### config.mk
export PLATFORM = sky130hd
export DESIGN_NAME = base32_stream_encoder_top
export DESIGN_NICKNAME = d
export VERILOG_FILES = /design/src/hdl/b32e_pkg.sv /design/src/hdl/b32e_front.sv /design/src/hdl/b32e_queue.sv /design/src/hdl/b32e_back.sv /design/src/hdl/base32_stream_encoder_top.sv
export SDC_FILE = /design/constraint.sdc
export NUM_CORES = 1
export LEC_CHECK = 0
export ABC_CLOCK_PERIOD_IN_PS = 5600
export BUFFER_PORTS_ARGS = -buffer_cell sky130_fd_sc_hd__buf_2
export CAP_MARGIN = 15
export CORE_MARGIN = 1
export CORE_UTILIZATION = 35
export CTS_CLUSTER_DIAMETER = 200
export DETAILED_ROUTE_END_ITERATION = 8
export PLACE_DENSITY = 0.6
export SYNTH_ARGS = -nofsm -noshare
export SYNTH_HDL_FRONTEND = slang
export SYNTH_HIERARCHICAL = 1
export SYNTH_SLANG_ARGS = --single-unit
### constraint.sdc
create_clock -name clk -period 5.6 [get_ports clk]
set_clock_uncertainty 0.15 [all_clocks]
set_input_delay 0.28 -clock clk [delete_from_list [all_inputs] [get_ports clk]]
set_output_delay 0.28 -clock clk [all_outputs]
set_load 0.01 [all_outputs]
### src/hdl/b32e_pkg.sv
// ----------------------------------------------------------------------------
// b32e_pkg: shared types and constants of the base32 stream encoder
// Holds the group descriptor passed from the byte collector to the
// character sequencer, the character codes and the alphabet lookup.
// ----------------------------------------------------------------------------
package b32e_pkg;

    localparam int GROUP_BYTES = 5;
    localparam int GROUP_BITS  = 8 * GROUP_BYTES;

    localparam logic [7:0]  CHAR_NL      = 8'h0A;
    localparam logic [7:0]  CHAR_PAD     = 8'h3D;
    localparam logic [15:0] WRAP_RESET   = 16'd76;
    localparam logic [15:0] COLUMN_MAX   = 16'hFFFF;
    localparam logic [2:0]  LAST_CHAR_IX = 3'd7;

    // Register index of the wrap width register.
    localparam logic REG_WRAP = 1'b0;

    // One group of up to five bytes, left aligned, with its character count.
    typedef struct packed {
        logic [GROUP_BITS-1:0] data;
        logic [3:0]            data_chars;
        logic                  last;
    } job_t;

    // Map a 5-bit value onto the upper-case base32 alphabet.
    function automatic logic [7:0] b32_char(input logic [4:0] val);
        logic [7:0] ch;
        if (val < 5'd26)
        begin
            ch = 8'h41 + {3'b000, val};
        end
        else
        begin
            ch = 8'h32 + {3'b000, val} - 8'd26;
        end
        return ch;
    endfunction

    // Number of characters that carry data bits for a group of n bytes.
    function automatic logic [3:0] data_chars_of(input logic [2:0] n);
        logic [3:0] nd;
        case (n)
            3'd1:    nd = 4'd2;
            3'd2:    nd = 4'd4;
            3'd3:    nd = 4'd5;
            3'd4:    nd = 4'd7;
            3'd5:    nd = 4'd8;
            default: nd = 4'd0;
        endcase
        return nd;
    endfunction

endpackage

### src/hdl/b32e_front.sv
// ----------------------------------------------------------------------------
// b32e_front: byte collector
// Accepts one byte per transfer, gathers bytes into groups of five and
// hands a complete or final group to the queue as one descriptor.
// ----------------------------------------------------------------------------
module b32e_front
(
    input  logic              clk,
    input  logic              rst_n,
    input  logic              in_valid,
    output logic              in_ready,
    input  logic [7:0]        in_byte,
    input  logic              in_last,
    output logic              push,
    output b32e_pkg::job_t    push_job,
    input  logic              queue_full
);
    import b32e_pkg::*;

    logic [31:0] held_bytes_reg;
    logic [31:0] held_bytes_next;
    logic [2:0]  held_count_reg;
    logic [2:0]  held_count_next;
    logic        accept;
    logic [2:0]  n;
    logic [GROUP_BITS-1:0] wide;

    assign in_ready = !queue_full;
    assign accept   = in_valid && in_ready;
    assign n        = held_count_reg + 3'd1;
    assign wide     = {held_bytes_reg, in_byte};
    assign push     = accept && ((n == 3'd5) || in_last);

    // Left-align the group so the first byte sits in the top bits.
    always_comb
    begin
        case (n)
            3'd1:    push_job.data = wide << 32;
            3'd2:    push_job.data = wide << 24;
            3'd3:    push_job.data = wide << 16;
            3'd4:    push_job.data = wide << 8;
            default: push_job.data = wide;
        endcase
        push_job.data_chars = data_chars_of(n);
        push_job.last       = in_last;
    end

    // Collect bytes until a group closes, then start over.
    always_comb
    begin
        held_bytes_next = held_bytes_reg;
        held_count_next = held_count_reg;
        if (push)
        begin
            held_bytes_next = '0;
            held_count_next = '0;
        end
        else if (accept)
        begin
            held_bytes_next = {held_bytes_reg[23:0], in_byte};
            held_count_next = n;
        end
    end

    always_ff @(posedge clk or negedge rst_n)
    begin
        if (!rst_n)
        begin
            held_bytes_reg <= '0;
            held_count_reg <= '0;
        end
        else
        begin
            held_bytes_reg <= held_bytes_next;
            held_count_reg <= held_count_next;
        end
    end

endmodule

### src/hdl/b32e_queue.sv
// ----------------------------------------------------------------------------
// b32e_queue: group descriptor queue
// A short first-in first-out queue that decouples the byte collector from
// the character sequencer.
// ----------------------------------------------------------------------------
module b32e_queue
#(
    parameter int DEPTH = 2
)
(
    input  logic              clk,
    input  logic              rst_n,
    input  logic              push,
    input  b32e_pkg::job_t    push_job,
    input  logic              pop,
    output b32e_pkg::job_t    pop_job,
    output logic              full,
    output logic              empty
);
    import b32e_pkg::*;

    localparam int PW = (DEPTH > 1) ? $clog2(DEPTH) : 1;
    localparam int CW = $clog2(DEPTH + 1);
    localparam logic [PW-1:0] PTR_LAST = PW'(DEPTH - 1);

    job_t          entries_reg [DEPTH];
    logic [PW-1:0] wr_ptr_reg;
    logic [PW-1:0] wr_ptr_next;
    logic [PW-1:0] rd_ptr_reg;
    logic [PW-1:0] rd_ptr_next;
    logic [CW-1:0] count_reg;
    logic [CW-1:0] count_next;
    logic          do_push;
    logic          do_pop;

    assign full    = (count_reg == CW'(DEPTH));
    assign empty   = (count_reg == '0);
    assign do_push = push && !full;
    assign do_pop  = pop && !empty;
    assign pop_job = entries_reg[rd_ptr_reg];

    // Pointer and fill level update.
    always_comb
    begin
        wr_ptr_next = wr_ptr_reg;
        rd_ptr_next = rd_ptr_reg;
        count_next  = count_reg;
        if (do_push)
        begin
            wr_ptr_next = (wr_ptr_reg == PTR_LAST) ? '0 : wr_ptr_reg + 1'b1;
        end
        if (do_pop)
        begin
            rd_ptr_next = (rd_ptr_reg == PTR_LAST) ? '0 : rd_ptr_reg + 1'b1;
        end
        if (do_push && !do_pop)
        begin
            count_next = count_reg + 1'b1;
        end
        else if (do_pop && !do_push)
        begin
            count_next = count_reg - 1'b1;
        end
    end

    always_ff @(posedge clk or negedge rst_n)
    begin
        if (!rst_n)
        begin
            wr_ptr_reg <= '0;
            rd_ptr_reg <= '0;
            count_reg  <= '0;
        end
        else
        begin
            wr_ptr_reg <= wr_ptr_next;
            rd_ptr_reg <= rd_ptr_next;
            count_reg  <= count_next;
        end
    end

    // Storage needs no reset.
    always_ff @(posedge clk)
    begin
        if (do_push)
        begin
            entries_reg[wr_ptr_reg] <= push_job;
        end
    end

`ifndef SYNTHESIS
    a_count_bound: assert property (@(posedge clk) disable iff (!rst_n)
        count_reg <= CW'(DEPTH))
        else $error("queue level exceeds depth");
    a_push_not_full: assert property (@(posedge clk) disable iff (!rst_n)
        (push && !pop) |-> !full)
        else $error("push into a full queue");
    a_level_step: assert property (@(posedge clk) disable iff (!rst_n)
        (do_push && !do_pop) |=> (count_reg == $past(count_reg) + 1'b1))
        else $error("queue level did not follow a push");
`endif

endmodule

### src/hdl/b32e_back.sv
// ----------------------------------------------------------------------------
// b32e_back: character sequencer
// Takes one group descriptor at a time and sends its eight characters,
// wrap newlines and the end-of-stream newline, one per cycle while the
// output is not stalled, through a registered output stage.
// ----------------------------------------------------------------------------
module b32e_back
(
    input  logic              clk,
    input  logic              rst_n,
    input  logic [15:0]       wrap_columns,
    input  logic              job_empty,
    input  b32e_pkg::job_t    job,
    output logic              pop,
    output logic              out_valid,
    input  logic              out_ready,
    output logic [7:0]        out_char,
    output logic              out_last
);
    import b32e_pkg::*;

    typedef enum logic [1:0] {
        PH_CHAR,
        PH_WRAP_NL,
        PH_FINAL_NL
    } phase_t;

    phase_t                phase_reg;
    phase_t                phase_next;
    logic                  busy_reg;
    logic                  busy_next;
    logic [GROUP_BITS-1:0] data_reg;
    logic [GROUP_BITS-1:0] data_next;
    logic [3:0]            nd_reg;
    logic [3:0]            nd_next;
    logic                  last_reg;
    logic                  last_next;
    logic [2:0]            idx_reg;
    logic [2:0]            idx_next;
    logic [15:0]           col_reg;
    logic [15:0]           col_next;
    logic                  valid_reg;
    logic                  valid_next;
    logic [7:0]            char_reg;
    logic [7:0]            char_next;
    logic                  olast_reg;
    logic                  olast_next;

    logic        slot_free;
    logic        step;
    logic [7:0]  cur_char;
    logic [15:0] col_inc;
    logic        wrap_hit;

    assign slot_free = !valid_reg || out_ready;
    assign pop       = !busy_reg && !job_empty;
    assign step      = busy_reg && slot_free;
    assign cur_char  = ({1'b0, idx_reg} < nd_reg) ?
                       b32_char(data_reg[GROUP_BITS-1 -: 5]) : CHAR_PAD;
    assign col_inc   = (col_reg == COLUMN_MAX) ? col_reg : col_reg + 16'd1;
    assign wrap_hit  = (wrap_columns != '0) && (col_inc >= wrap_columns);

    assign out_valid = valid_reg;
    assign out_char  = char_reg;
    assign out_last  = olast_reg;

    // Sequencer: one character or newline per step.
    always_comb
    begin
        phase_next = phase_reg;
        busy_next  = busy_reg;
        data_next  = data_reg;
        nd_next    = nd_reg;
        last_next  = last_reg;
        idx_next   = idx_reg;
        col_next   = col_reg;
        valid_next = valid_reg && !out_ready;
        char_next  = char_reg;
        olast_next = olast_reg;

        if (pop)
        begin
            data_next  = job.data;
            nd_next    = job.data_chars;
            last_next  = job.last;
            idx_next   = '0;
            phase_next = PH_CHAR;
            busy_next  = 1'b1;
        end
        else if (step)
        begin
            valid_next = 1'b1;
            olast_next = 1'b0;
            case (phase_reg)
                PH_CHAR:
                begin
                    char_next = cur_char;
                    data_next = data_reg << 5;
                    if (wrap_hit)
                    begin
                        col_next   = '0;
                        phase_next = PH_WRAP_NL;
                    end
                    else
                    begin
                        col_next = col_inc;
                        if (idx_reg == LAST_CHAR_IX)
                        begin
                            if (last_reg)
                            begin
                                phase_next = PH_FINAL_NL;
                            end
                            else
                            begin
                                olast_next = 1'b1;
                                busy_next  = 1'b0;
                            end
                        end
                        else
                        begin
                            idx_next = idx_reg + 3'd1;
                        end
                    end
                end
                PH_WRAP_NL:
                begin
                    char_next = CHAR_NL;
                    if (idx_reg == LAST_CHAR_IX)
                    begin
                        olast_next = 1'b1;
                        busy_next  = 1'b0;
                    end
                    else
                    begin
                        idx_next   = idx_reg + 3'd1;
                        phase_next = PH_CHAR;
                    end
                end
                PH_FINAL_NL:
                begin
                    char_next  = CHAR_NL;
                    col_next   = '0;
                    olast_next = 1'b1;
                    busy_next  = 1'b0;
                end
                default:
                begin
                    phase_next = PH_CHAR;
                    busy_next  = 1'b0;
                end
            endcase
        end
    end

    always_ff @(posedge clk or negedge rst_n)
    begin
        if (!rst_n)
        begin
            phase_reg <= PH_CHAR;
            busy_reg  <= 1'b0;
            idx_reg   <= '0;
            col_reg   <= '0;
            valid_reg <= 1'b0;
            olast_reg <= 1'b0;
            nd_reg    <= '0;
            last_reg  <= 1'b0;
            data_reg  <= '0;
            char_reg  <= '0;
        end
        else
        begin
            phase_reg <= phase_next;
            busy_reg  <= busy_next;
            idx_reg   <= idx_next;
            col_reg   <= col_next;
            valid_reg <= valid_next;
            olast_reg <= olast_next;
            nd_reg    <= nd_next;
            last_reg  <= last_next;
            data_reg  <= data_next;
            char_reg  <= char_next;
        end
    end

`ifndef SYNTHESIS
    a_final_nl_clears: assert property (@(posedge clk) disable iff (!rst_n)
        (step && phase_reg == PH_FINAL_NL) |=> (col_reg == '0 && !busy_reg))
        else $error("end-of-stream newline did not clear the column");
    a_wrap_nl_char: assert property (@(posedge clk) disable iff (!rst_n)
        (step && phase_reg == PH_WRAP_NL) |=> (valid_reg && char_reg == CHAR_NL))
        else $error("wrap step did not send a newline");
    a_done_marks_last: assert property (@(posedge clk) disable iff (!rst_n)
        (busy_reg && !busy_next) |=> (valid_reg && olast_reg))
        else $error("group finished without a last marker");
`endif

endmodule

### src/hdl/base32_stream_encoder_top.sv
// ----------------------------------------------------------------------------
// base32_stream_encoder_top: streaming base32 encoder with line wrapping
// Input stream: one raw byte per transfer, tlast on the final byte of a
// stream. Output stream: one ASCII character per transfer (alphabet letter,
// '=' padding or newline), tlast on the final character caused by an input
// byte. The APB port holds wrap_columns at address 0 (0 turns wrapping off).
// A byte that does not close a group of five produces nothing; a closing or
// final byte produces eight characters plus wrap newlines and, at the end of
// a stream, a newline when the line is not empty.
// The closing byte's group passes through the group queue and a load step in
// the sequencer before its first character reaches the output register.
// The sequencer sends one character per cycle while the receiver is ready
// and loads each group in a separate step before sending its characters.
// Reset clears all stream state and sets wrap_columns to 76.
// When the receiver stalls, the output register holds its character, the
// group queue fills and s_axis_tready drops.
// ----------------------------------------------------------------------------
module base32_stream_encoder_top
#(
    parameter int QUEUE_DEPTH = 2
)
(
    input  logic        clk,
    input  logic        rst_n,
    // Configuration port
    input  logic        psel,
    input  logic        penable,
    input  logic        pwrite,
    input  logic [2:0]  paddr,
    input  logic [31:0] pwdata,
    output logic [31:0] prdata,
    output logic        pready,
    // Input stream
    input  logic        s_axis_tvalid,
    output logic        s_axis_tready,
    input  logic [7:0]  s_axis_tdata,   // [7:0] data_byte
    input  logic        s_axis_tlast,
    // Output stream
    output logic        m_axis_tvalid,
    input  logic        m_axis_tready,
    output logic [7:0]  m_axis_tdata,   // [7:0] out_char
    output logic        m_axis_tlast
);
    import b32e_pkg::*;

    logic [15:0] wrap_columns_reg;
    logic [15:0] wrap_columns_next;
    logic        cfg_write;
    logic        push;
    logic        pop;
    logic        queue_full;
    logic        queue_empty;
    job_t        push_job;
    job_t        pop_job;

    // Register file: a single wrap width register.
    assign pready    = 1'b1;
    assign cfg_write = psel && penable && pwrite && pready;
    assign prdata    = (paddr[2] == REG_WRAP) ? {16'd0, wrap_columns_reg} : '0;

    always_comb
    begin
        wrap_columns_next = wrap_columns_reg;
        if (cfg_write && paddr[2] == REG_WRAP)
        begin
            wrap_columns_next = pwdata[15:0];
        end
    end

    always_ff @(posedge clk or negedge rst_n)
    begin
        if (!rst_n)
        begin
            wrap_columns_reg <= WRAP_RESET;
        end
        else
        begin
            wrap_columns_reg <= wrap_columns_next;
        end
    end

    // Byte collector.
    b32e_front u_front
    (
        .clk        (clk),
        .rst_n      (rst_n),
        .in_valid   (s_axis_tvalid),
        .in_ready   (s_axis_tready),
        .in_byte    (s_axis_tdata),
        .in_last    (s_axis_tlast),
        .push       (push),
        .push_job   (push_job),
        .queue_full (queue_full)
    );

    // Group queue between collector and sequencer.
    b32e_queue
    #(
        .DEPTH (QUEUE_DEPTH)
    )
    u_queue
    (
        .clk      (clk),
        .rst_n    (rst_n),
        .push     (push),
        .push_job (push_job),
        .pop      (pop),
        .pop_job  (pop_job),
        .full     (queue_full),
        .empty    (queue_empty)
    );

    // Character sequencer with output register.
    b32e_back u_back
    (
        .clk          (clk),
        .rst_n        (rst_n),
        .wrap_columns (wrap_columns_reg),
        .job_empty    (queue_empty),
        .job          (pop_job),
        .pop          (pop),
        .out_valid    (m_axis_tvalid),
        .out_ready    (m_axis_tready),
        .out_char     (m_axis_tdata),
        .out_last     (m_axis_tlast)
    );

endmodule

== Word level (Yosys, flattened, before mapping) ==
Memory sizes are Yosys's and may differ from the RTL's.
Index checks and enable logic that the tools add are counted.

* Bits in registers: 132
* Bits in writable memories: 90
* Input bits: 51
* Output and inout port bits: 44
* Logic and storage cells: 138
* Memories: 1

{| class="wikitable"
|+ Memories
! name !! words !! width !! rd ports !! clocked after Yosys merged registers in !! wr ports !! line !! RTL
|-
| u_queue.entries_reg || 2 || 45 || 1 || 0 || 1 || b32e_queue.sv:26 || <nowiki>job_t entries_reg [DEPTH];</nowiki>
|}

* $add $sub $neg: 10
* $lt $le $gt $ge: 3
* Eq/ne operators: 18
* Multiplexer cells: 48
* Bitwise operators: 2
* Reduce and logical (&&, ||, !) cells: 40

{| class="wikitable"
|+ Operators by type and width
! cell !! number
|-
| $pmux 40 s4 || 1
|-
| $mux 40 || 3
|-
| $mux 32 || 2
|-
| $mux 16 || 3
|-
| $pmux 16 s2 || 1
|-
| $pmux 4 s5 || 1
|-
| $mux 3 || 6
|-
| $add 16x1->16 const B || 1
|-
| $eq 16x16->1 const B || 1
|-
| $ge 16x16->1 || 1
|-
| $mux 1 || 16
|-
| $mux 2 || 8
|-
| $mux 8 || 2
|-
| $pmux 8 s2 || 1
|-
| $reduce_bool 16->1 || 1
|-
| $logic_and 1x1->1 || 13
|-
| $reduce_bool 2->1 || 6
|-
| $reduce_and 5->1 || 2
|-
| $eq 3x3->1 const B || 3
|-
| $ne 3x2->1 const B || 3
|-
| $reduce_and 3->1 || 3
|-
| $add 7x5->8 const A || 1
|-
| $ne 4x1->1 const B || 2
|-
| $sub 8x5->8 const B || 1
|-
| other kinds (24) || 39
|}

== Longest topological paths before layout ==
Gate-level depths: netlist (run 1).

* Depth after elaboration: 9
* Mapped depth: 15
* Mapped depth without buffers: 13

== Hierarchy ==
The synthesis (run 1) kept the hierarchy.

{| class="wikitable"
|+ By module, submodules not included
! module !! times used !! cells an instance !! area each (µm²) !! seq. area each (µm²)
|-
| b32e_back || 1 || 475 || 4,466.8 || 1,926.8
|-
| b32e_queue || 1 || 159 || 3,643.5 || 2,802.7
|-
| b32e_front || 1 || 196 || 2,192.1 || 875.8
|-
| base32_stream_encoder_top || 1 || 70 || 903.4 || 404.1
|}

== Least setup slack after synthesis (run 1) ==
Ideal clock, no wire load.

* Kind: register -> register
* From: reg u_front.held_count_reg[0]
* To: mem u_queue/entries_reg[0][0] (netlist bit), enable pin
* Library setup time: 0.447 ns
* Arrival time: 3.338 ns
* Path slack: 1.665 ns
* Cell stages (with the launch flop): 8
* Clock period less this slack: 3.935 ns
* Cell sequence: dfrtp_1 ha_1 ha_1 and2b_1 nor2_1 nor2_1 nand2_1 nor2_1

* Word-level cells in the longest chain between the ends: 7

{| class="wikitable"
|+ RTL lines
! element !! line !! RTL
|-
| start: declaration || b32e_front.sv:22 || <nowiki>logic [2:0] held_count_reg;</nowiki>
|-
| start signal: assignment || b32e_front.sv:75 || <nowiki>held_count_reg <= held_count_next;</nowiki>
|-
| $add 3x1->3 || b32e_front.sv:30 || <nowiki>assign n = held_count_reg + 3'd1;</nowiki>
|-
| $eq 3x3->1 || b32e_front.sv:32 || <nowiki>assign push = accept && ((n == 3'd5) || in_last);</nowiki>
|-
| $logic_or 1x1->1 || b32e_front.sv:32 ||
|-
| $logic_and 1x1->1 || b32e_front.sv:32 ||
|-
| net push || base32_stream_encoder_top.sv:49 || <nowiki>logic push;</nowiki>
|-
| $logic_and 1x1->1 || b32e_queue.sv:38 || <nowiki>assign do_push = push && !full;</nowiki>
|-
| $mux 1 || b32e_queue.sv:85 || <nowiki>if (do_push)</nowiki>
|-
| $mux 1 (not written as such) || b32e_queue.sv:87 || <nowiki>entries_reg[wr_ptr_reg] <= push_job;</nowiki>
|-
| end: declaration || b32e_queue.sv:26 ||
|}

The timed path passes the listed nets, and every way through them passes these cells.

== Worst setup path in the final report (run 1) ==
* From: reg u_back.col_reg[0]
* To: reg u_back.col_reg[9]

* Word-level cells in the longest chain between the ends: 6
* Elaborated cells between the ends (all ways): 7

{| class="wikitable"
|+ RTL lines
! element !! line !! RTL
|-
| start: declaration || b32e_back.sv:40 || <nowiki>logic [15:0] col_reg;</nowiki>
|-
| start signal: assignment || b32e_back.sv:175 || <nowiki>col_reg <= col_next;</nowiki>
|-
| $add 16x1->16 or $eq 16x16->1 (tied branches) || b32e_back.sv:60 || <nowiki>assign col_inc = (col_reg == COLUMN_MAX) ? col_reg : col_reg + 16'd1;</nowiki>
|-
| $mux 16 * || b32e_back.sv:60 ||
|-
| $ge 16x16->1 || b32e_back.sv:61 || <nowiki>assign wrap_hit = (wrap_columns != '0) && (col_inc >= wrap_columns);</nowiki>
|-
| $logic_and 1x1->1 || b32e_back.sv:61 ||
|-
| $mux 16 * || b32e_back.sv:99 || <nowiki>if (wrap_hit)</nowiki>
|-
| $pmux 16 s2 * || b32e_back.sv:94 || <nowiki>case (phase_reg)</nowiki>
|}

Every way passes the cells marked *; elsewhere a longest branch is shown, timed or not.
A chain may end at the register's enable or synchronous reset.

==> flow_metrics.py, run 1 <==
metrics = {
    "run_status": {
        "status": "complete, no violations",
    },
    "routing": {
        "wl_met3_um": 884,
        "ant_nets": 0,
        "routed-via-count": 7185,
        "highest_layer": "met4",
        "wl_per_cell_um": 17.1,
        "routed_wl_um": 23800,
        "dr_wl_met2_um": 11000,
        "drc": 0,
        "met1_length_um": 11500,
        "drt_first_pass_iters": 7,
        "via_per_inst": 5.16,
        "first_iter_violations": 520,
    },
    "sta": {
        "whs_ns": 0.215,
        "relSlewSlack": 0.287,
        "setup_viol": 0,
        "timing_hold_violations_final": 0,
        "max_freq_mhz": 220,
        "rsz0062_at_grt": "false",
        "finalMaxSlewViolations": 0,
        "finalCritPeriodShare": 0.811,
        "finalCriticalPeriod_ns": 4.54,
        "tightest_slew_ns": 1.07,
        "final.setup.worst_slack_ns": 1.06,
        "setup_tns_ns": 0,
    },
    "finish": {
        "final_nets": 1056,
        "syn_to_final_growth_pct": 13.8,
        "largest_register_ff_count": 90,
        "drive_above_1_share": 0.198,
        "insertedDiodeCount": 0,
    },
    "yosys": {
        "synth-seq-cells": 222,
        "ys_types": 68,
        "avgSynthCellArea_um2": 12.5,
        "async_flop_share": 0.595,
        "yosys.area.top_type": "dfrtp_1",
        "synth_edf_count": 90,
        "synth_warnings": 6,
        "yosysSeqAreaShare": 0.536,
        "synth.area.top_cells": "dfrtp_1, edfxtp_1, mux2_4",
        "synth_area_um2": 11200,
        "yosysTopAreaCellShare": 0.288,
        "synthFlopType": "dfrtp_1",
        "postSynthCellCount": 900,
    },
    "setup_path": {
        "r2r-end": "u_back/col_reg[9]$_DFFE_PN0P_",
        "r2r_setup_slack_ns": 1.06,
        "crit_path_end_kind": "flip-flop",
        "cp_top_family": "simple AND/OR/NAND/NOR gates",
        "path_cells": "ha_1, nand3_1, nor4_1, nand2b_1, and3_1, xor2_1, ha_1, nand2_1, nor3_1, nor4_1, a31oi_1, buf_4, nor2_1, a221o_1",
        "crit_fanout": 15,
        "ff2ff_path_depth": 14,
        "start_kind": "flip-flop",
        "cp_num_cells": 14,
        "reg2reg_from": "u_back/col_reg[0]$_DFFE_PN0P_",
        "worstPathArrival_ns": 4.85,
        "crit_type": "reg -> reg",
        "max_stage_delay_ns": 0.63,
        "cp_slowest_cell": "nor2_1",
        "crit_buf_inv": 1,
        "cp.required_ns": 5.91,
    },
    "grt": {
        "grt_max_degree": 75,
        "antenna_found_initial": 0,
        "grt_pass1_vias": 7229,
        "overflow": 0,
        "grt_first_pass_wirelength_um": 39200,
        "grt_usage": 0.148,
    },
    "clock_network": {
        "ctsResizeCount": 0,
        "clk_pin_slew_worst_paths_ns": 0.06,
        "cts_tree": "yes",
        "worstSkewPairLatency_ns": 0.53,
        "cts_buffers": 25,
        "cts_root_buffer": "clkbuf_16",
        "cts_num_sinks": 222,
        "htree_levels": 1,
        "clock_path_buffers": 3,
    },
    "power": {
        "peakVddDrop_mv": 0.320,
        "power_density_nw_per_um2": 507,
        "leakage_uw": 0.00552,
    },
    "min_path": {
        "hold_class": "in -> async",
    },
    "run": {
        "cap_violations": 0,
    },
    "die": {
        "die-area_um2": 32700,
        "die_w_um": 181,
        "initial_core_util": 0.355,
        "core_um2": 31600,
        "io_pins": 95,
        "fp-row-count": 65,
        "die_y_um": 181,
    },
    "placement": {
        "dp_hpwl_um": 14300,
        "port_buffers": 59,
        "dp_slack_ns": 1.16,
        "routabilityCongestion": 0.801,
    },
}
per-stage QoR:
stage / power [uW] / util / instances / area [um^2]
final: 6470 / 0.404 / 1392 / 12800
after detailed placement: 4930 / 0.371 / 1318 / 11700
after global routing: 6890 / 0.404 / 1392 / 12800
after global placement: 4860 / 0.371 / 1318 / 11700
after CTS: 6500 / 0.403 / 1391 / 12700
after floorplan: 4410 / - / 915 / 11300
synthesized netlist by cell type (17+ instances only):
| cell type | count |
|---|---|
| o21ai_0 | 49 |
| buf_4 | 18 |
| mux2_2 | 18 |
| nor2_1 | 26 |
| a22o_1 | 69 |
| edfxtp_1 | 90 |
| dfrtp_1 | 129 |
| ha_1 | 34 |
| mux2_4 | 49 |
| a21oi_1 | 17 |
| clkbuf_1 | 31 |
| nand2_1 | 71 |
| mux2i_1 | 43 |
| inv_1 | 41 |
cells by family after synthesis:
group | Yosys count | synth area share
AOI/OAI and AO/OA | 209 | 0.140
xor gates and xnor gates | 18 | 0.0141
adders and majority gates | 34 | 0.0380
buffers and inverters | 111 | 0.0571
DFF | 222 | 0.536
muxes | 111 | 0.123
other | 2 | 0.000670
and+or+nand+nor | 193 | 0.0904
timing repair:
action | in CTS | in global routing
endpoints found under the hold margin | 97 | 0
hold buffers | 27 | 0
setup buffers | 0 | 0
area by class of cell:
class,instances,area (um^2)
fillers,3011,18800
flip-flops and latches,222,6010
multi-input cells,582,4640
repair buffers,99,689
clock buffers,33,666
well taps,402,503
inverters,41,154
clock inverters,13,92.6
how the worst max path moves through the flow:
stage / startpoint / to / slack, ns
after floorplan: u_front/held_count_reg[0]$_DFFE_PN0P_ / u_queue/entries_reg[0][0]$_DFFE_PP_ / 1.66
after global placement: u_back/col_reg[0]$_DFFE_PN0P_ / u_back/col_reg[13]$_DFFE_PN0P_ / 1.22
after detailed placement: u_back/col_reg[0]$_DFFE_PN0P_ / u_back/col_reg[9]$_DFFE_PN0P_ / 1.16
after CTS: u_back/col_reg[0]$_DFFE_PN0P_ / u_back/col_reg[9]$_DFFE_PN0P_ / 1.09
after global routing: u_back/col_reg[0]$_DFFE_PN0P_ / u_back/col_reg[2]$_DFFE_PN0P_ / 0.68
final: u_back/col_reg[0]$_DFFE_PN0P_ / u_back/col_reg[9]$_DFFE_PN0P_ / 1.06
power breakdown:
| part | switching [uW] | internal, uW | leakage [uW] |
|---|---|---|---|
| combinational | 1330 | 1040 | 0.00258 |
| sequential | 308 | 2260 | 0.00257 |
| clock | 651 | 882 | 0.000376 |
metal layers:
layer,track usage,vias up
met1,0.211,3593
met5,0,-
met2,0.237,122
met4,0.0366,0
met3,0.0224,33
li1,-,3437
cell usage in the layout, fill, tap and decap left out, types with 12 or more instances in the layout:
cell / Yosys / routed
dfrtp_1: 129 / 128
edfxtp_1: 90 / 90
nand2_1: 71 / 71
a22o_1: 69 / 69
buf_2: 6 / 58
mux2_4: 49 / 49
o21ai_0: 49 / 49
mux2i_1: 43 / 43
inv_1: 41 / 41
ha_1: 34 / 34
dlygate4sd3_1: 0 / 27
clkbuf_16: 0 / 25
nor2_1: 26 / 24
mux2_2: 18 / 18
conb_1: 2 / 17
a21oi_1: 17 / 16
nor2b_1: 12 / 12
buf_4: 18 / 12
a21o_1: 12 / 12
Note: power is estimated with default switching activity, not from simulation.
==> run 2, diff against run 1 <==
--- a/config.mk
+++ b/config.mk
@@ -5,14 +5,14 @@
 export SDC_FILE = /design/constraint.sdc
 export NUM_CORES = 1
 export LEC_CHECK = 0
-export ABC_CLOCK_PERIOD_IN_PS = 5600
+export ABC_CLOCK_PERIOD_IN_PS = 3750
 export BUFFER_PORTS_ARGS = -buffer_cell sky130_fd_sc_hd__buf_2
 export CAP_MARGIN = 15
 export CORE_MARGIN = 1
 export CORE_UTILIZATION = 35
 export CTS_CLUSTER_DIAMETER = 200
 export DETAILED_ROUTE_END_ITERATION = 8
-export PLACE_DENSITY = 0.6
+export PLACE_DENSITY = 0.62
 export SYNTH_ARGS = -nofsm -noshare
 export SYNTH_HDL_FRONTEND = slang
 export SYNTH_HIERARCHICAL = 1
==> constraint.sdc (replaced) <==
create_clock -name clk -period 3.75 [get_ports clk]
set_clock_uncertainty 0.15 [all_clocks]
set_input_delay 0.1875 -clock clk [delete_from_list [all_inputs] [get_ports clk]]
set_output_delay 0.1875 -clock clk [all_outputs]
set_load 0.01 [all_outputs]
==> run 2 against run 1 <==
Maximum frequency up 24%. Critical endpoint unchanged. Critical path depth increased by 1. Flip-flop and latch count stayed put. Power is 55% higher. Design area is 3.1% higher. Core utilization increased by 1.3 points. Clock power is 65% higher. Wire length shrank 1.3%. Count of clock-buffer cells in the layout is 3 lower.
==> flow_metrics.py, run 2 (synthesized netlist as in run 1, its figures left out) <==
metrics = {
    "finish": {
        "insertedDiodeCount": 0,
        "final_nets": 1076,
        "mostFrequentLayoutCell": "dfrtp_1",
        "layoutNonFillerInstCount": 1412,
        "mostFrequentLayoutCells": "dfrtp_1, edfxtp_1, nand2_1",
        "largest_register_ff_count": 90,
        "fin_area_um2": 13200,
        "utilization": 0.417,
        "syn_to_final_growth_pct": 17.4,
        "drive_above_1_share": 0.233,
    },
    "sta": {
        "timing_hold_violations_final": 0,
        "setup_viol": 0,
        "relSlewSlack": 0.320,
        "max_freq_mhz": 273,
        "finalMaxSlewViolations": 0,
        "tightest_slew_ns": 1.02,
        "finalCritPeriodShare": 0.976,
        "rsz0062_at_grt": "true",
        "finalCriticalPeriod_ns": 3.66,
    },
    "routing": {
        "drc": 0,
        "wl_per_cell_um": 16.6,
        "ant_nets": 0,
        "routed-via-count": 7268,
        "first_iter_violations": 471,
        "via_per_inst": 5.15,
        "drt_first_pass_iters": 5,
        "routed_wl_um": 23500,
    },
    "placement": {
        "port_buffers": 59,
        "routabilityCongestion": 0.852,
        "place_area_um2": 11900,
        "dp_hpwl_um": 14800,
        "place_inst": 1333,
    },
    "setup_path": {
        "cp.required_ns": 4.06,
        "path_cells": "ha_2, nand3_2, or4_4, o21ai_4, nor2_1, xor2_1, ha_1, a21oi_2, nor3_1, nor4_2, buf_4, a31oi_2, buf_4, nor4b_1, a221o_1",
        "crit_path_end": "u_back/col_reg[9]$_DFFE_PN0P_",
        "r2r-end": "u_back/col_reg[9]$_DFFE_PN0P_",
        "crit_type": "reg -> reg",
        "crit_path_start": "u_back/col_reg[0]$_DFFE_PN0P_",
        "max_stage_delay_ns": 0.55,
        "worstPathArrival_ns": 3.97,
        "crit_top_cell": "buf_4",
        "start_kind": "flip-flop",
        "crit_fanout": 6,
        "r2r_setup_slack_ns": 0.09,
        "crit_path_end_kind": "flip-flop",
        "ff2ff_path_depth": 15,
        "reg2reg_from": "u_back/col_reg[0]$_DFFE_PN0P_",
        "cp_slowest_cell": "or4_4",
    },
    "min_path": {
        "hold_class": "in -> reg",
    },
    "power": {
        "switchingPower_uw": 3480,
        "p_int_uw": 6520,
        "p_sw_frac": 0.348,
        "peakVddDrop_mv": 0.588,
        "p_total_uw": 10000,
        "comb_power_share": 0.362,
        "leakage_uw": 0.00570,
        "power_density_nw_per_um2": 760,
        "power.share.clock": 0.253,
        "seq_power_share": 0.386,
    },
    "clock_network": {
        "worstSkewPairLatency_ns": 0.53,
        "cts_buffers": 25,
        "cts_root_buffer": "clkbuf_16",
        "clk_pin_slew_worst_paths_ns": 0.06,
        "cts_num_sinks": 222,
        "clock_path_buffers": 3,
        "cts_tree": "yes",
        "htree_levels": 1,
    },
    "grt": {
        "grt_max_degree": 89,
        "overflow": 0,
        "antenna_found_initial": 0,
        "grt_first_pass_wirelength_um": 38400,
        "grt_usage": 0.144,
        "grt_pass1_vias": 7259,
    },
    "die": {
        "io_pins": 95,
        "die_y_um": 181,
        "core_um2": 31600,
        "die-area_um2": 32700,
        "initial_core_util": 0.355,
        "fp-row-count": 65,
        "die_w_um": 181,
    },
    "run_status": {
        "status": "complete, no violations",
    },
    "run": {
        "cap_violations": 0,
    },
}
==> run 2: routing by layer <==
| metal | vias up | wire length (um) | track usage | share of wire |
|---|---|---|---|---|
| li1 | 3482 | - | - | - |
| met1 | 3608 | 11100 | 0.202 | 0.47 |
| met2 | 147 | 10900 | 0.230 | 0.46 |
| met3 | 31 | 1020 | 0.0254 | 0.044 |
| met4 | 0 | 423 | 0.0386 | 0.018 |
| met5 | - | 0 | 0 | 0 |
==> run 2: stage by stage <==
stage	hold slack (ns)	worst slack, ns	setup TNS (ns)
6_report	0.127	0.0893	0
5_1_grt	0.137	-0.0895	-0.485
4_1_cts	0.118	0.0220	0
3_5_place_dp	0.198	-0.113	-0.884
3_3_place_gp	0.191	-0.0290	-0.0878
2_1_floorplan	-0.258	0.138	0
==> run 2: worst min-delay path by stage <==
stage           start                               end  slack [ns]  cells past startpoint
2_1_floorplan   rst_n       u_back/busy_reg$_DFFE_PN0P_       -0.26                      0
3_3_place_gp    rst_n   wrap_columns_reg[9]$_DFFE_PN0P_        0.19                      1
3_5_place_dp    rst_n  wrap_columns_reg[12]$_DFFE_PN0P_        0.20                      1
4_1_cts        pwrite   wrap_columns_reg[3]$_DFFE_PN1P_        0.12                      3
5_1_grt        pwrite   wrap_columns_reg[5]$_DFFE_PN0P_        0.14                      3
6_report       pwrite   wrap_columns_reg[3]$_DFFE_PN1P_        0.13                      3
==> run 2: area by class of cell <==
type	instances	area, um^2
Tap cell	402	503
Sequential cell	222	6010
Inverter	41	154
Clock buffer	30	654
Timing Repair Buffer	119	882
Clock inverter	16	208
Multi-Input combinational cell	582	4740
Fill cell	2969	18400
==> run 2: what timing repair did <==
item                                    CTS  global route
hold buffers                             27             0
endpoints found under the setup margin   10            23
gates cloned                              0             1
resized for setup                         3            20
endpoints found under the hold margin   147             0
buffers inserted                          0             5
pin swaps                                 0             3
==> run 2: power by group through the flow <==
stage / Sequential, uW / Combinational (uW) / Clock (uW)
floorplan: 3740 / 2850 / 0
global placement: 3880 / 3500 / 0
detailed placement: 3900 / 3580 / 0
CTS: 3860 / 3620 / 2590
global route: 3940 / 4000 / 2700
finish: 3860 / 3620 / 2530
==> run 2: worst max-delay path, delay by kind of cell (launching register included) <==
kind,cells,cell delay [ns]
buf+inv,2,0.36
flops,1,0.36
simple gates,6,1.45
fa+ha+maj,2,0.51
xor+xnor,1,0.15
compound gates,4,0.62
==> run 3, diff against run 2 <==
--- a/config.mk
+++ b/config.mk
@@ -5,14 +5,13 @@
 export SDC_FILE = /design/constraint.sdc
 export NUM_CORES = 1
 export LEC_CHECK = 0
-export ABC_CLOCK_PERIOD_IN_PS = 3750
+export ABC_CLOCK_PERIOD_IN_PS = 4200
 export BUFFER_PORTS_ARGS = -buffer_cell sky130_fd_sc_hd__buf_2
 export CAP_MARGIN = 15
-export CORE_MARGIN = 1
 export CORE_UTILIZATION = 35
 export CTS_CLUSTER_DIAMETER = 200
 export DETAILED_ROUTE_END_ITERATION = 8
-export PLACE_DENSITY = 0.62
+export PLACE_DENSITY = 0.6
 export SYNTH_ARGS = -nofsm -noshare
 export SYNTH_HDL_FRONTEND = slang
 export SYNTH_HIERARCHICAL = 1
==> constraint.sdc (replaced) <==
create_clock -name clk -period 4.2 [get_ports clk]
set_clock_uncertainty 0.15 [all_clocks]
set_input_delay 0.21 -clock clk [delete_from_list [all_inputs] [get_ports clk]]
set_output_delay 0.21 -clock clk [all_outputs]
set_load 0.01 [all_outputs]
==> run 3 against run 2 <==
Core utilization down 0.65 points. Final cell count down 0.92%. Global-route usage up 0.28 points. Setup slack better by 0.12 ns. Critical endpoint is now u_back/idx_reg[2]$_DFFE_PN0P_. Critical path type unchanged. Highest routed layer unchanged.
==> flow_metrics.py, run 3 (synthesized netlist as in run 1, its figures left out) <==
metrics = {
    "power": {
        "peakVddDrop_mv": 0.533,
        "switchingPower_uw": 3080,
        "p_int_uw": 5830,
        "power.share.clock": 0.260,
        "p_total_uw": 8910,
        "power_density_nw_per_um2": 688,
        "comb_power_share": 0.357,
        "leakage_uw": 0.00562,
        "p_sw_frac": 0.345,
        "seq_power_share": 0.383,
    },
    "grt": {
        "grt_pass1_vias": 7175,
        "grt_usage": 0.147,
        "grt_first_pass_wirelength_um": 39100,
        "grt_max_degree": 78,
        "overflow": 0,
        "antenna_found_initial": 0,
    },
    "finish": {
        "drive_above_1_share": 0.217,
        "mostFrequentLayoutCell": "dfrtp_1",
        "seqCellArea_um2": 6010,
        "syn_to_final_growth_pct": 15.5,
        "layoutNonFillerInstCount": 1399,
        "final_nets": 1064,
        "nFillCells": 2946,
        "insertedDiodeCount": 0,
        "mostFrequentLayoutCells": "dfrtp_1, edfxtp_1, nand2_1",
        "multiInputGateArea_um2": 4670,
        "largest_register_ff_count": 90,
        "utilization": 0.410,
        "fin_area_um2": 12900,
    },
    "sta": {
        "max_freq_mhz": 251,
        "tightest_slew_ns": 0.895,
        "whs_ns": 0.136,
        "setup_viol": 0,
        "timing_hold_violations_final": 0,
        "finalCriticalPeriod_ns": 3.99,
        "relSlewSlack": 0.404,
        "finalMaxSlewViolations": 0,
        "rsz0062_at_grt": "true",
        "finalCritPeriodShare": 0.950,
    },
    "clock_network": {
        "cts_buffers": 25,
        "clock_path_buffers": 3,
        "cts_root_buffer": "clkbuf_16",
        "cts_num_sinks": 222,
        "cts_tree": "yes",
        "htree_levels": 1,
        "worstSkewPairLatency_ns": 0.53,
        "cts_setup_buffers": 0,
        "clk_pin_slew_worst_paths_ns": 0.06,
    },
    "routing": {
        "ant_nets": 0,
        "drt_first_pass_iters": 5,
        "routed-via-count": 7162,
        "first_iter_violations": 431,
        "routed_wl_um": 23800,
        "drc": 0,
        "via_per_inst": 5.12,
        "wl_per_cell_um": 17.0,
    },
    "setup_path": {
        "crit_fanout": 8,
        "ff2ff_path_depth": 13,
        "crit_path_end_kind": "flip-flop",
        "worstPathArrival_ns": 4.28,
        "start_kind": "flip-flop",
        "crit_path_end": "u_back/idx_reg[2]$_DFFE_PN0P_",
        "r2r-end": "u_back/idx_reg[2]$_DFFE_PN0P_",
        "r2r_setup_slack_ns": 0.21,
        "crit_type": "reg -> reg",
        "reg2reg_from": "u_back/col_reg[0]$_DFFE_PN0P_",
        "crit_path_start": "u_back/col_reg[0]$_DFFE_PN0P_",
        "cp.required_ns": 4.49,
    },
    "run_status": {
        "status": "complete, no violations",
    },
    "min_path": {
        "hold_class": "in -> reg",
    },
    "die": {
        "io_pins": 95,
        "die-area_um2": 32700,
        "die_y_um": 181,
        "initial_core_util": 0.355,
        "fp-row-count": 65,
        "core_um2": 31600,
        "die_w_um": 181,
    },
    "placement": {
        "place_inst": 1327,
        "routabilityCongestion": 0.781,
        "port_buffers": 59,
        "place_area_um2": 11800,
        "dp_hpwl_um": 14800,
    },
    "run": {
        "cap_violations": 0,
    },
}
==> run 3: how the worst min path moves through the flow <==
stage	from	end	slack (ns)	cells past startpoint
after global routing	penable	wrap_columns_reg[1]$_DFFE_PN0P_	0.17	3
final	s_axis_tvalid	u_queue/wr_ptr_reg$_DFFE_PN0P_	0.14	5
after global placement	rst_n	wrap_columns_reg[9]$_DFFE_PN0P_	0.17	1
after floorplan	rst_n	u_back/busy_reg$_DFFE_PN0P_	-0.24	0
after CTS	s_axis_tvalid	u_queue/wr_ptr_reg$_DFFE_PN0P_	0.13	5
after detailed placement	rst_n	wrap_columns_reg[8]$_DFFE_PN0P_	0.17	1
==> run 3: metrics by stage <==
step / worst slack [ns] / setup TNS [ns]
2_1_floorplan: 0.265 / 0
3_3_place_gp: 0.244 / 0
3_5_place_dp: 0.162 / 0
4_1_cts: 0.161 / 0
5_1_grt: -0.101 / -0.191
6_report: 0.209 / 0
==> run 3: what timing repair did <==
item | in CTS | in global routing
hold endpoints to repair | 129 | 0
gates resized for setup | 0 | 5
hold buffers | 27 | 0
setup endpoints to repair | 0 | 14
==> run 3: critical path, cell delays in order (launching register included) <==
cell and delay, ns:
dfrtp_1 0.45, ha_1 0.21, nand3_1 0.16, or4_4 0.56, o21ai_2 0.27, nor2_1 0.12
xor2_1 0.16, ha_1 0.29, a21oi_1 0.16, nor3_1 0.09, nor4_2 0.38, a31oi_2 0.26
or3b_2 0.51, a21oi_1 0.14
==> run 3: area by class of cell <==
cell class	count	area share
flip-flops and latches	222	0.464
multi-input cells	582	0.360
repair buffers	107	0.0563
clock buffers	33	0.0554
well taps	402	0.0388
clock inverters	12	0.0129
inverters	41	0.0119
==> run 3: power groups by stage <==
stage / registers (uW) / logic (uW) / clock network, uW
floorplan: 3340 / 2540 / 0
global placement: 3430 / 3110 / 0
detailed placement: 3450 / 3170 / 0
CTS: 3410 / 3210 / 2370
global route: 3490 / 3510 / 2480
finish: 3410 / 3180 / 2320
==> run 3: per-layer routing <==
| layer | vias up | routed length [um] | GRT usage |
|---|---|---|---|
| met2 | 137 | 11000 | 0.230 |
| met5 | - | 0 | 0 |
| li1 | 3459 | - | - |
| met3 | 32 | 959 | 0.0252 |
| met4 | 0 | 399 | 0.0353 |
| met1 | 3534 | 11500 | 0.211 |
